File: src/rtl/icpc_pkg.sv
`default_nettype none

package icpc_pkg;

  // Chunk identifiers and FORM types, big-endian ASCII
  localparam logic [31:0] ID_FORM = 32'h464f524d;  // "FORM"
  localparam logic [31:0] ID_DJVU = 32'h444a5655;  // "DJVU"
  localparam logic [31:0] ID_DJVM = 32'h444a564d;  // "DJVM"
  localparam logic [31:0] ID_ATT  = 32'h41542654;  // "AT&T"

  // Status codes given with the result
  localparam logic [1:0] ST_OK    = 2'd0;
  localparam logic [1:0] ST_TRUNC = 2'd1;
  localparam logic [1:0] ST_DEEP  = 2'd2;

  typedef enum logic [1:0] {
    PH_ID,
    PH_LEN,
    PH_TYPE,
    PH_SKIP
  } phase_t;

endpackage

`default_nettype wire

File: src/rtl/icpc_if.sv
`default_nettype none

interface icpc_in_if;
  logic       valid;
  logic       ready;
  logic [7:0] data_byte;
  logic       last_byte;

  modport source (output valid, output data_byte, output last_byte, input ready);
  modport sink (input valid, input data_byte, input last_byte, output ready);
endinterface

interface icpc_out_if;
  logic        valid;
  logic        ready;
  logic [15:0] pages_found;
  logic [1:0]  status_code;

  modport source (output valid, output pages_found, output status_code, input ready);
  modport sink (input valid, input pages_found, input status_code, output ready);
endinterface

`default_nettype wire

File: src/rtl/iff_chunk_page_counter_core.sv
// Chunk walker that counts DjVu pages in a container file.
// byte_in carries one file byte per handshake: data_byte in offset order and
// last_byte high on the final byte. Nothing comes out until the final byte;
// then result_out carries a single word with pages_found (saturating) and
// status_code (0 ok, 1 file ended inside a header or an open FORM, 2 nesting
// deeper than MAX_NEST).
// Throughput: one byte per cycle. Each byte goes through one pass of logic
// (header shift, saturating offset add, a parallel compare of the region
// end stack against the new offset) straight into the state registers.
// Latency: the result word is valid in the cycle after the final byte is
// taken, held in an output register.
// Stall: while the result waits, further bytes are still taken; only a new
// final byte is held off (ready low) until the waiting result is taken.
// Reset (rst, synchronous): clears all control state and drops any pending
// result. After each result the walker returns to its reset state, so the
// next byte starts a new file. The region stack needs no clearing: only
// entries below the current depth are ever compared in a useful way.
`default_nettype none

module iff_chunk_page_counter_core #(
  parameter int MAX_NEST    = 8,
  parameter int OFFSET_BITS = 32,
  parameter int COUNT_BITS  = 16
) (
  input  wire         clk,
  input  wire         rst,
  icpc_in_if.sink     byte_in,
  icpc_out_if.source  result_out
);

  localparam int DEP_W = $clog2(MAX_NEST + 1);
  localparam int IDX_W = $clog2(MAX_NEST);
  localparam int SUM_W = ((OFFSET_BITS > 32) ? OFFSET_BITS : 32) + 1;
  localparam logic [OFFSET_BITS-1:0] OFF_MAX = '1;
  localparam logic [COUNT_BITS-1:0]  CNT_MAX = '1;
  localparam logic [DEP_W-1:0]       NEST_LIM = DEP_W'(MAX_NEST);

  // Walker state
  logic [OFFSET_BITS-1:0] byte_position;
  icpc_pkg::phase_t       parse_phase;
  logic [31:0]            header_shift;
  logic [1:0]             header_byte_count;
  logic [31:0]            held_chunk_id;
  logic [OFFSET_BITS-1:0] region_end_stack [MAX_NEST];
  logic [DEP_W-1:0]       stack_depth;
  logic [OFFSET_BITS-1:0] skip_until;
  logic [COUNT_BITS-1:0]  page_total;
  logic [1:0]             error_latch;

  // Result register
  logic        res_valid;
  logic [15:0] res_pages;
  logic [1:0]  res_status;

  logic accept;

  // Next values
  logic [OFFSET_BITS-1:0] byte_position_next;
  icpc_pkg::phase_t       parse_phase_next;
  logic [31:0]            header_shift_next;
  logic [1:0]             header_byte_count_next;
  logic [31:0]            held_chunk_id_next;
  logic [DEP_W-1:0]       stack_depth_next;
  logic [OFFSET_BITS-1:0] skip_until_next;
  logic [COUNT_BITS-1:0]  page_total_next;
  logic [1:0]             error_latch_next;
  logic [1:0]             status_next;

  logic                   word_done;
  logic                   boundary;
  logic                   push;
  logic [DEP_W-1:0]       depth_pushed;
  logic [OFFSET_BITS-1:0] stack_view [MAX_NEST];
  logic [MAX_NEST-1:0]    ge_pos;
  logic [MAX_NEST-1:0]    ge_skip;
  logic [SUM_W-1:0]       len_sum;
  logic [OFFSET_BITS-1:0] chunk_end;
  logic [OFFSET_BITS-1:0] skip_raw;
  logic [OFFSET_BITS-1:0] skip_even;
  logic                   trunc;
  logic [DEP_W-1:0]       depth_at_eof;

  // Close regions from the top of the stack while their end has been reached:
  // the new depth sits just above the highest open entry that has not ended.
  function automatic logic [DEP_W-1:0] pop_depth(input logic [MAX_NEST-1:0] ge,
                                                 input logic [DEP_W-1:0] d);
    logic [DEP_W-1:0] nd;
    nd = '0;
    for (int i = 0; i < MAX_NEST; i++) begin
      if (DEP_W'(i) < d && !ge[i]) nd = DEP_W'(i + 1);
    end
    return nd;
  endfunction

  // Take a byte unless it would make a second result while one still waits
  assign byte_in.ready = !res_valid || result_out.ready || !byte_in.last_byte;
  assign accept        = byte_in.valid && byte_in.ready;

  assign result_out.valid       = res_valid;
  assign result_out.pages_found = res_pages;
  assign result_out.status_code = res_status;

  // Saturating offset arithmetic; the length is the word just shifted in
  assign byte_position_next = (byte_position == OFF_MAX) ? byte_position
                                                         : byte_position + 1'b1;
  assign len_sum   = SUM_W'(byte_position_next) +
                     SUM_W'({header_shift[23:0], byte_in.data_byte});
  assign chunk_end = (len_sum > SUM_W'(OFF_MAX)) ? OFF_MAX
                                                 : len_sum[OFFSET_BITS-1:0];
  // One pad-to-even unit serves both the plain chunk and the skipped FORM
  assign skip_raw  = (parse_phase == icpc_pkg::PH_LEN) ? chunk_end : skip_until;
  assign skip_even = (skip_raw[0] && skip_raw != OFF_MAX) ? skip_raw + 1'b1
                                                          : skip_raw;

  always_comb begin
    parse_phase_next       = parse_phase;
    header_shift_next      = header_shift;
    header_byte_count_next = header_byte_count;
    held_chunk_id_next     = held_chunk_id;
    skip_until_next        = skip_until;
    page_total_next        = page_total;
    error_latch_next       = error_latch;
    word_done              = 1'b0;
    boundary               = 1'b0;
    push                   = 1'b0;

    // Gather header bytes outside a skip
    if (parse_phase != icpc_pkg::PH_SKIP) begin
      header_shift_next      = {header_shift[23:0], byte_in.data_byte};
      word_done              = (header_byte_count == 2'd3);
      header_byte_count_next = header_byte_count + 2'd1;
    end

    unique case (parse_phase)
      icpc_pkg::PH_SKIP: begin
        if (byte_position_next >= skip_until) boundary = 1'b1;
      end
      icpc_pkg::PH_ID: begin
        if (word_done) begin
          held_chunk_id_next = header_shift_next;
          if (header_shift_next == icpc_pkg::ID_ATT) boundary = 1'b1;
          else parse_phase_next = icpc_pkg::PH_LEN;
        end
      end
      icpc_pkg::PH_LEN: begin
        if (word_done) begin
          if (held_chunk_id == icpc_pkg::ID_FORM) begin
            // Hold the FORM end while its type is read
            skip_until_next  = chunk_end;
            parse_phase_next = icpc_pkg::PH_TYPE;
          end else begin
            skip_until_next = skip_even;
            if (byte_position_next >= skip_even) boundary = 1'b1;
            else parse_phase_next = icpc_pkg::PH_SKIP;
          end
        end
      end
      icpc_pkg::PH_TYPE: begin
        if (word_done) begin
          if (header_shift_next == icpc_pkg::ID_DJVU && page_total != CNT_MAX)
            page_total_next = page_total + 1'b1;
          if ((header_shift_next == icpc_pkg::ID_DJVU ||
               header_shift_next == icpc_pkg::ID_DJVM) && stack_depth < NEST_LIM) begin
            // Descend: open a region ending at the FORM end
            push     = 1'b1;
            boundary = 1'b1;
          end else begin
            if ((header_shift_next == icpc_pkg::ID_DJVU ||
                 header_shift_next == icpc_pkg::ID_DJVM) &&
                error_latch == icpc_pkg::ST_OK)
              error_latch_next = icpc_pkg::ST_DEEP;
            skip_until_next = skip_even;
            if (byte_position_next >= skip_even) boundary = 1'b1;
            else parse_phase_next = icpc_pkg::PH_SKIP;
          end
        end
      end
      default: ;
    endcase

    if (boundary) begin
      parse_phase_next       = icpc_pkg::PH_ID;
      header_byte_count_next = 2'd0;
      header_shift_next      = '0;
    end
  end

  // Stack as it stands after this byte's push
  assign depth_pushed = push ? stack_depth + 1'b1 : stack_depth;

  always_comb begin
    for (int i = 0; i < MAX_NEST; i++) begin
      stack_view[i] = (push && stack_depth[IDX_W-1:0] == IDX_W'(i)) ? skip_until
                                                                   : region_end_stack[i];
      ge_pos[i]  = byte_position_next >= stack_view[i];
      ge_skip[i] = skip_until_next >= stack_view[i];
    end
  end

  assign stack_depth_next = boundary ? pop_depth(ge_pos, depth_pushed) : depth_pushed;

  // End of file: a skip ends where it ends; any region open past it is cut short
  assign depth_at_eof = pop_depth(ge_skip, stack_depth_next);

  always_comb begin
    if (parse_phase_next == icpc_pkg::PH_SKIP)
      trunc = (depth_at_eof != '0);
    else if (parse_phase_next != icpc_pkg::PH_ID || header_byte_count_next != 2'd0)
      trunc = 1'b1;
    else
      trunc = (stack_depth_next != '0);

    if (error_latch_next != icpc_pkg::ST_OK) status_next = error_latch_next;
    else if (trunc) status_next = icpc_pkg::ST_TRUNC;
    else status_next = icpc_pkg::ST_OK;
  end

  // Control state; return to reset after the final byte
  always_ff @(posedge clk) begin
    if (rst) begin
      byte_position     <= '0;
      parse_phase       <= icpc_pkg::PH_ID;
      header_shift      <= '0;
      header_byte_count <= 2'd0;
      held_chunk_id     <= '0;
      stack_depth       <= '0;
      skip_until        <= '0;
      page_total        <= '0;
      error_latch       <= icpc_pkg::ST_OK;
    end else if (accept) begin
      if (byte_in.last_byte) begin
        byte_position     <= '0;
        parse_phase       <= icpc_pkg::PH_ID;
        header_shift      <= '0;
        header_byte_count <= 2'd0;
        held_chunk_id     <= '0;
        stack_depth       <= '0;
        skip_until        <= '0;
        page_total        <= '0;
        error_latch       <= icpc_pkg::ST_OK;
      end else begin
        byte_position     <= byte_position_next;
        parse_phase       <= parse_phase_next;
        header_shift      <= header_shift_next;
        header_byte_count <= header_byte_count_next;
        held_chunk_id     <= held_chunk_id_next;
        stack_depth       <= stack_depth_next;
        skip_until        <= skip_until_next;
        page_total        <= page_total_next;
        error_latch       <= error_latch_next;
      end
    end
  end

  // Region end stack: written at the current depth, no reset
  always_ff @(posedge clk) begin
    if (accept && push) region_end_stack[stack_depth[IDX_W-1:0]] <= skip_until;
  end

  // Result register
  always_ff @(posedge clk) begin
    if (rst) begin
      res_valid <= 1'b0;
    end else if (accept && byte_in.last_byte) begin
      res_valid <= 1'b1;
    end else if (result_out.ready) begin
      res_valid <= 1'b0;
    end
  end

  always_ff @(posedge clk) begin
    if (accept && byte_in.last_byte) begin
      res_pages  <= 16'(page_total_next);
      res_status <= status_next;
    end
  end

endmodule

`default_nettype wire
File: src/flat_wrapper.sv
// flat-port wrapper written by rule: the top's interface ports become plain ports
module iff_chunk_page_counter_core_flat 
#(
  parameter int MAX_NEST    = 8,
  parameter int OFFSET_BITS = 32,
  parameter int COUNT_BITS  = 16
)
  (clk, rst, byte_in_valid, byte_in_data_byte, byte_in_last_byte, byte_in_ready, result_out_valid, result_out_pages_found, result_out_status_code, result_out_ready);
  icpc_in_if byte_in_i ();
  icpc_out_if result_out_i ();
  input  wire clk;
  input  wire rst;
  input wire logic [$bits(byte_in_i.valid)-1:0] byte_in_valid;
  input wire logic [$bits(byte_in_i.data_byte)-1:0] byte_in_data_byte;
  input wire logic [$bits(byte_in_i.last_byte)-1:0] byte_in_last_byte;
  output wire logic [$bits(byte_in_i.ready)-1:0] byte_in_ready;
  output wire logic [$bits(result_out_i.valid)-1:0] result_out_valid;
  output wire logic [$bits(result_out_i.pages_found)-1:0] result_out_pages_found;
  output wire logic [$bits(result_out_i.status_code)-1:0] result_out_status_code;
  input wire logic [$bits(result_out_i.ready)-1:0] result_out_ready;
  assign byte_in_i.valid = byte_in_valid;
  assign byte_in_i.data_byte = byte_in_data_byte;
  assign byte_in_i.last_byte = byte_in_last_byte;
  assign byte_in_ready = byte_in_i.ready;
  assign result_out_valid = result_out_i.valid;
  assign result_out_pages_found = result_out_i.pages_found;
  assign result_out_status_code = result_out_i.status_code;
  assign result_out_i.ready = result_out_ready;
  iff_chunk_page_counter_core #(.MAX_NEST(MAX_NEST), .OFFSET_BITS(OFFSET_BITS), .COUNT_BITS(COUNT_BITS)) u_core (.clk(clk), .rst(rst), .byte_in(byte_in_i), .result_out(result_out_i));
endmodule
File: config.mk
export PLATFORM = sky130hd
export DESIGN_NAME = iff_chunk_page_counter_core_flat
export DESIGN_NICKNAME = d
export VERILOG_FILES = /design/src/rtl/icpc_pkg.sv /design/src/rtl/icpc_if.sv /design/src/rtl/iff_chunk_page_counter_core.sv /design/src/flat_wrapper.sv
export SDC_FILE = /design/constraint.sdc
export NUM_CORES = 2
export LEC_CHECK = 0
export BUFFER_PORTS_ARGS = -buffer_cell sky130_fd_sc_hd__buf_4
export CAP_MARGIN = 20
export CORE_MARGIN = 2
export CORE_UTILIZATION = 65
export CTS_BUF_LIST = sky130_fd_sc_hd__clkbuf_8
export DETAILED_ROUTE_END_ITERATION = 8
export GPL_TIMING_DRIVEN = 0
export PLACE_DENSITY = 0.88
export SETUP_SLACK_MARGIN = 0.02
export SYNTH_ARGS = -nofsm -noshare
export SYNTH_HDL_FRONTEND = slang
export SYNTH_SLANG_ARGS = --single-unit
File: constraint.sdc
create_clock -name clk -period 12.5 [get_ports clk]
set_input_delay 1.25 -clock clk [delete_from_list [all_inputs] [get_ports clk]]
set_output_delay 1.25 -clock clk [all_outputs]
set_load 0.03 [all_outputs]
# == Word level (Yosys, flattened, before mapping) ==
# Memory sizes are Yosys's and may differ from the RTL's.
# Index checks and enable logic that the tools add are counted.
# totals
input_bits,13
ramBits,256
wordCells,227
n_memories,1
out_inout_bits,20
register_bits,173
# mem_list
name,words,width,read_ports,rd_ports_with_merged_regs,wr,line_no,rtl
u_core.region_end_stack,8,32,8,0,1,iff_chunk_page_counter_core.sv:44,logic [OFFSET_BITS-1:0] region_end_stack [MAX_NEST];
# classes
n_lt_le_gt_ge,36
eq_ne,20
add_sub_neg,6
n_reduce_logical,65
n_mux,87
# op_table
op,count
$mux W32,24
$ge A32 B32 Y1,18
$eq A32 B31 Y1 const B,4
$add A32 B1 Y32 const B,2
$mux W16,4
$pmux W32 S2,1
$mux W2,22
$add A32 B32 Y33,1
$gt A33 B32 Y1 const B,1
$eq A32 B32 Y1 const B,1
$lt A3 B4 Y1 const A,8
$ne A32 B32 Y1 const B,1
$logic_and A1 B1 Y1,31
$mux W3,8
$mux W1,21
$mux W4,5
$logic_not A1 Y1,18
$add A16 B1 Y16 const B,1
$lt A1 B4 Y1 const A,4
$lt A2 B4 Y1 const A,4
$ne A16 B16 Y1 const B,1
$eq A3 B3 Y1 const B,4
$reduce_bool A2 Y1,6
$eq A2 B2 Y1 const B,4
14 further kinds,20

# == Logic depth before layout (Yosys ltp) ==
# depth
ltp_word,36
ltp_mapped,44
depth_no_buf,41

# == Worst setup path after synthesis ==
# OpenSTA, ideal clock, no wires.
# synth_timing
path_kind,register to register
from,register u_core.byte_position[26]
to,"register u_core.res_status[0], in the netlist u_core.result_out.status_code[0], data pin"
synth_period_minus_slack_ns,9.981
setup_ns,0.273
path_stages_with_launch,43
n_path_buf,4
t_arrival_ns,9.708
required_time_ns,12.227
slack_ns,2.519
cell_sequence,dfxtp_1 -> clkbuf_1 -> and4_1 -> and2_1 -> and3_1 -> nand4_1 -> nand4_1 -> or2_2 -> clkbuf_1 -> nor3_1 -> and3_1 -> and4_1 -> xor2_1 -> ha_1 -> and3_1 -> o21ai_0 -> a21boi_0 -> o32a_1 -> [7 not listed] -> or3_1 -> buf_1 -> o41a_1 -> xnor2_1 -> inv_1 -> ha_1 -> and4_1 -> a2111oi_0 -> o21ai_0 -> a2111o_1 -> a211o_1 -> o31ai_1 -> o21ai_1 -> nand2_1 -> o22ai_1 -> a211o_1 -> a2111oi_0 -> a32oi_1
# synth_via
elab_chain_len,29
word_cells_on_any_way,116
classes_between,add/sub (3); order compare (27); eq/ne (3); mux (45); reduce/logical (38)
# synth_rtl
item,line_no,rtl
"start, declared",iff_chunk_page_counter_core.sv:39,logic [OFFSET_BITS-1:0] byte_position;
"start signal, assigned",iff_chunk_page_counter_core.sv:242,byte_position <= byte_position_next;
$add A32 B1 Y32 or $eq A32 B32 Y1 (tied branches),"iff_chunk_page_counter_core.sv:105, iff_chunk_page_counter_core.sv:104",
$mux W32 (*),iff_chunk_page_counter_core.sv:104,assign byte_position_next = (byte_position == OFF_MAX) ? byte_position
branches (longest 24 deep; another with $add A32 B32 Y33),-,
$mux W1 (*),iff_chunk_page_counter_core.sv:206,if (parse_phase_next == icpc_pkg::PH_SKIP)
$mux W1 (*),iff_chunk_page_counter_core.sv:214,else if (trunc) status_next = icpc_pkg::ST_TRUNC;
$mux W2 (*),iff_chunk_page_counter_core.sv:213,if (error_latch_next != icpc_pkg::ST_OK) status_next = error_latch_next;
via u_core.status_next[0],iff_chunk_page_counter_core.sv:67,logic [1:0] status_next;
"end signal, assigned",iff_chunk_page_counter_core.sv:274,res_status <= status_next;
"end, declared",iff_chunk_page_counter_core.sv:53,logic [1:0] res_status;
# Mark *: on every way through the listed nets, which the timed path passes.
# A chain may end at the register's enable or synchronous reset.

# == Final worst setup path ==
# layout_timing
from,register u_core.byte_position[11]
to,"register u_core.res_status[0], in the netlist u_core.result_out.status_code[0], data pin"
# The elaborated chain is that of the path after synthesis.

==> impl_results.md <==
- Setup crit start kind: register
- Clk pwr share: 45.6%
- Simple-gate share of the synthesized area: 17.1%
- Seq/Total Area, Yosys: 31.1%
- PortBufs: 32
- Overall Global Routing Usage: 47.6%
- Largest family of logic cells by synthesized area: compound AO/OA/AOI/OAI gates
- Register Area: about 11,000 um^2
- DRC Markers: 4
- Mean post-synth cell area: around 8.9 um^2
- Cell count after synthesis: approximately 4.1k
- Layout area overhead: 10.7%
- Mux cell area share after synthesis: roughly 1.5%
- Vias in the first global route: between 30k and 40k
- Combinational share of power: a little under 4%
- Adder-cell share of the synthesized area: around 22%
- Tcrit/Tclk final: a little over nine tenths
- Met2 WL: between 50 and 60 mm
- Synth Flop Type: edfxtp_1
- Vias: 36.8k
- Relative slew slack: 12.2%
- Critical Path Max Stage Delay: between 0.5 and 0.6 ns
- Initial antenna violation count: 2
- GP Congestion: 1.05
- P_int: 2.24 mW
- Endpoints failing hold: 0
- Utilization after layout: about 73%
- Synth cell types: 90
- First-pass GRT wire length: slightly above 200 mm
- Minimum clock period: between 10 and 15 ns
- Clk Latency, worst-skew pair: roughly 0.7 ns
- Power Density: between 70 and 80 nW/um^2
- Met1 WL: about 48 mm
- Post-synth design cell area: between 30,000 and 40,000 um^2
- Flop pwr share: about half
- Clock skew: between 0.04 and 0.05 ns
- Placed Area: 38,600 um^2
- Largest net degree at the start of global routing: 33
- CP Data Arrival Time: around 12 ns
- Final nets: 4,932
- Min-delay worst type: reg -> reg
- Detail Route Antenna Nets: 0
- Detailed Route WL: about 140 mm
- Multi-input gate area: around 24,000 um^2
- Grt ovf: 0
- Uppermost layer routed: met5
- Max Freq: between 80 and 90 MHz
- Worst Path Max Fanout: 11
- Status: finished with violations
- Setup violation total in the final timing report: 0
- Initial core utilization: between 60% and 70%
- Initial drt markers: about 5.1k
- Final HPWL from detailed placement: 106 mm
- Switching part of the total power: about 25%
- Design area: 40,300 um^2
- Num CTS Buffers: 74
- Req. time, crit path: 12.92 ns
- CTS Buffer Depth: 3
- IO Count: 33
- Critical-path top delay cell: a2111o_1
- Number of synthesized flops with an enable pin: 274
- Compound-cell area share of the yosys netlist: between 20% and 30%
- WL/cell: around 27 um
- TritonCTS clock tree: built
- NetSw: roughly 0.74 mW
- Wire length on met3: around 18 mm
- Worst slew pin tran: about 1.3 ns
- CTS Root Buffer Type: clkbuf_8
- Leading cell type in the layout, fill and taps excluded: ha_1
- Max-slew violations: 0
- Crit Path Class: reg -> reg
- VDD IR max: approximately 0.097 mV
- Die width: around 240 um
- Die height: ~240 um
- FP Rows: between 80 and 90
- Static Leak: 16.9 nW
- Clock Sinks: 429
- CP Capture Type: register
- DIE AREA: roughly 58,000 um^2
- Async SR Flop Fraction: 0%
- Core ar.: around 55,000 um^2
- XOR/XNOR share of the synthesized area: under 10%
- Via density per instance: approximately 7.2
- Most frequent cells in the layout: 629 x ha_1, 542 x nor2_1, 516 x a21oi_1
- Number of max-cap violations: 0
- Synth Register Bits: 429
- H-tree levels: 3
- R2R Setup Slk: around 0.5 ns
- # fillers: 4,121
- Violated checks: design-rule violations
- Syn Nets: approximately 4.8k
- 1st-pass router iterations: 9
- Layout cells sized above 1: approximately 8.1%
- Yosys Warn Count: 0
- Clock Pin Slew Worst Setup and Hold Paths: 0.07 ns
==> cell families after synthesis <==
kind of cell	count (synthesis)
adders and majority gates	630
muxes	49
and+or+nand+nor	1297
buffers and inverters	250
DFF	429
xor gates and xnor gates	95
AOI/OAI and AO/OA	1358
==> critical path: cells and delay by family, from the launching register on <==
kind	cells	cell delay, ns
buffers and inverters	7	1.42
AO/OA/AOI/OAI	18	5.44
AND/OR/NAND/NOR	13	2.99
adder cells (fa/ha/maj)	3	0.82
XOR/XNOR	2	0.53
flip-flops	1	0.48
==> timing repair <==
item,4_1_cts,5_1_grt
resized for setup,6,15
hold buffers,0,0
endpoints found under the hold margin,0,0
pin swaps,2,7
setup endpoints to repair,35,40
setup buffers,3,12
==> layout make-up <==
cell class / instances / share of cell area, %
Multi-Input combinational cell: 3429 / 60.8
Sequential cell: 429 / 28.1
Clock buffer: 82 / 2.80
Timing Repair Buffer: 106 / 2.66
Tap cell: 748 / 2.32
Buffer: 173 / 1.64
Clock inverter: 53 / 0.944
Inverter: 76 / 0.708
Antenna cell: 2 / 0.0124
==> power groups by stage <==
| stage | Combinational (mW) | Sequential [mW] | Clock [mW] |
|---|---|---|---|
| 5_1_grt | 0.123 | 1.50 | 1.40 |
| 3_5_place_dp | 0.111 | 1.53 | 0 |
| 2_1_floorplan | 0.0627 | 1.53 | 0 |
| 4_1_cts | 0.112 | 1.50 | 1.34 |
| 6_report | 0.118 | 1.50 | 1.36 |
| 3_3_place_gp | 0.109 | 1.53 | 0 |
==> through the flow <==
step	total power [mW]	setup TNS (ns)	worst slack, ns	hold WS (ns)	std cells
floorplan	1.60	0	2.52	0.432	4108
global placement	1.64	-40.93	-1.82	0.465	4888
detailed placement	1.64	-7.46	-0.529	0.481	4945
CTS	2.95	0	0.0901	0.491	5083
global route	3.03	-0.00491	-0.00491	0.524	5096
finish	2.98	0	0.487	0.495	5098
==> sequential cells by signal, summed over array words and instances, names as in the netlist <==
register and flops:
u_core.result_out.valid 1, u_core.held_chunk_id 32, u_core.page_total 16, u_core.parse_phase 2, u_core.region_end_stack 256, u_core.byte_position 32
u_core.result_out.pages_found 16, u_core.skip_until 32, u_core.error_latch 2, u_core.result_out.status_code 2, u_core.header_shift 32, u_core.header_byte_count 2
u_core.stack_depth 4
==> worst paths after layout <==
path,startpoint,endpoint,cells past startpoint
hold / removal,u_core.header_byte_count[1],u_core.header_byte_count[1],2
setup reg to reg,u_core.byte_position[11],u_core.result_out.status_code[0],43
hold reg to reg,u_core.header_byte_count[1],u_core.header_byte_count[1],2
setup / recovery,u_core.byte_position[11],u_core.result_out.status_code[0],43
==> routing by layer <==
layer  vias to the layer above  track usage, %
met5                         -               0
met2                      2974            72.4
met1                     16904            56.8
met4                         2            41.1
met3                       832            11.3
li1                      16101               -
==> synth_stat cells (all sizes together), types with 32 or more instances <==
master	n	area (um^2)
nor2	550	2060
a21oi	517	2590
xor2	40	350
a31oi	32	200
a22oi	113	848
nor3	66	330
inv	59	221
nand4	109	682
o211ai	41	308
nor4	39	256
edfxtp	274	8230
a211oi	40	305
mux2	40	450
nor2b	51	319
clkbuf	156	586
dfxtp	155	3100
nand2b	43	269
o21ai	222	1110
xnor2	55	482
nand2	204	766
a21o	147	1100
and3	33	206
nand3	80	413
ha	629	7870
No activity file was read; power rests on OpenSTA's default activity.
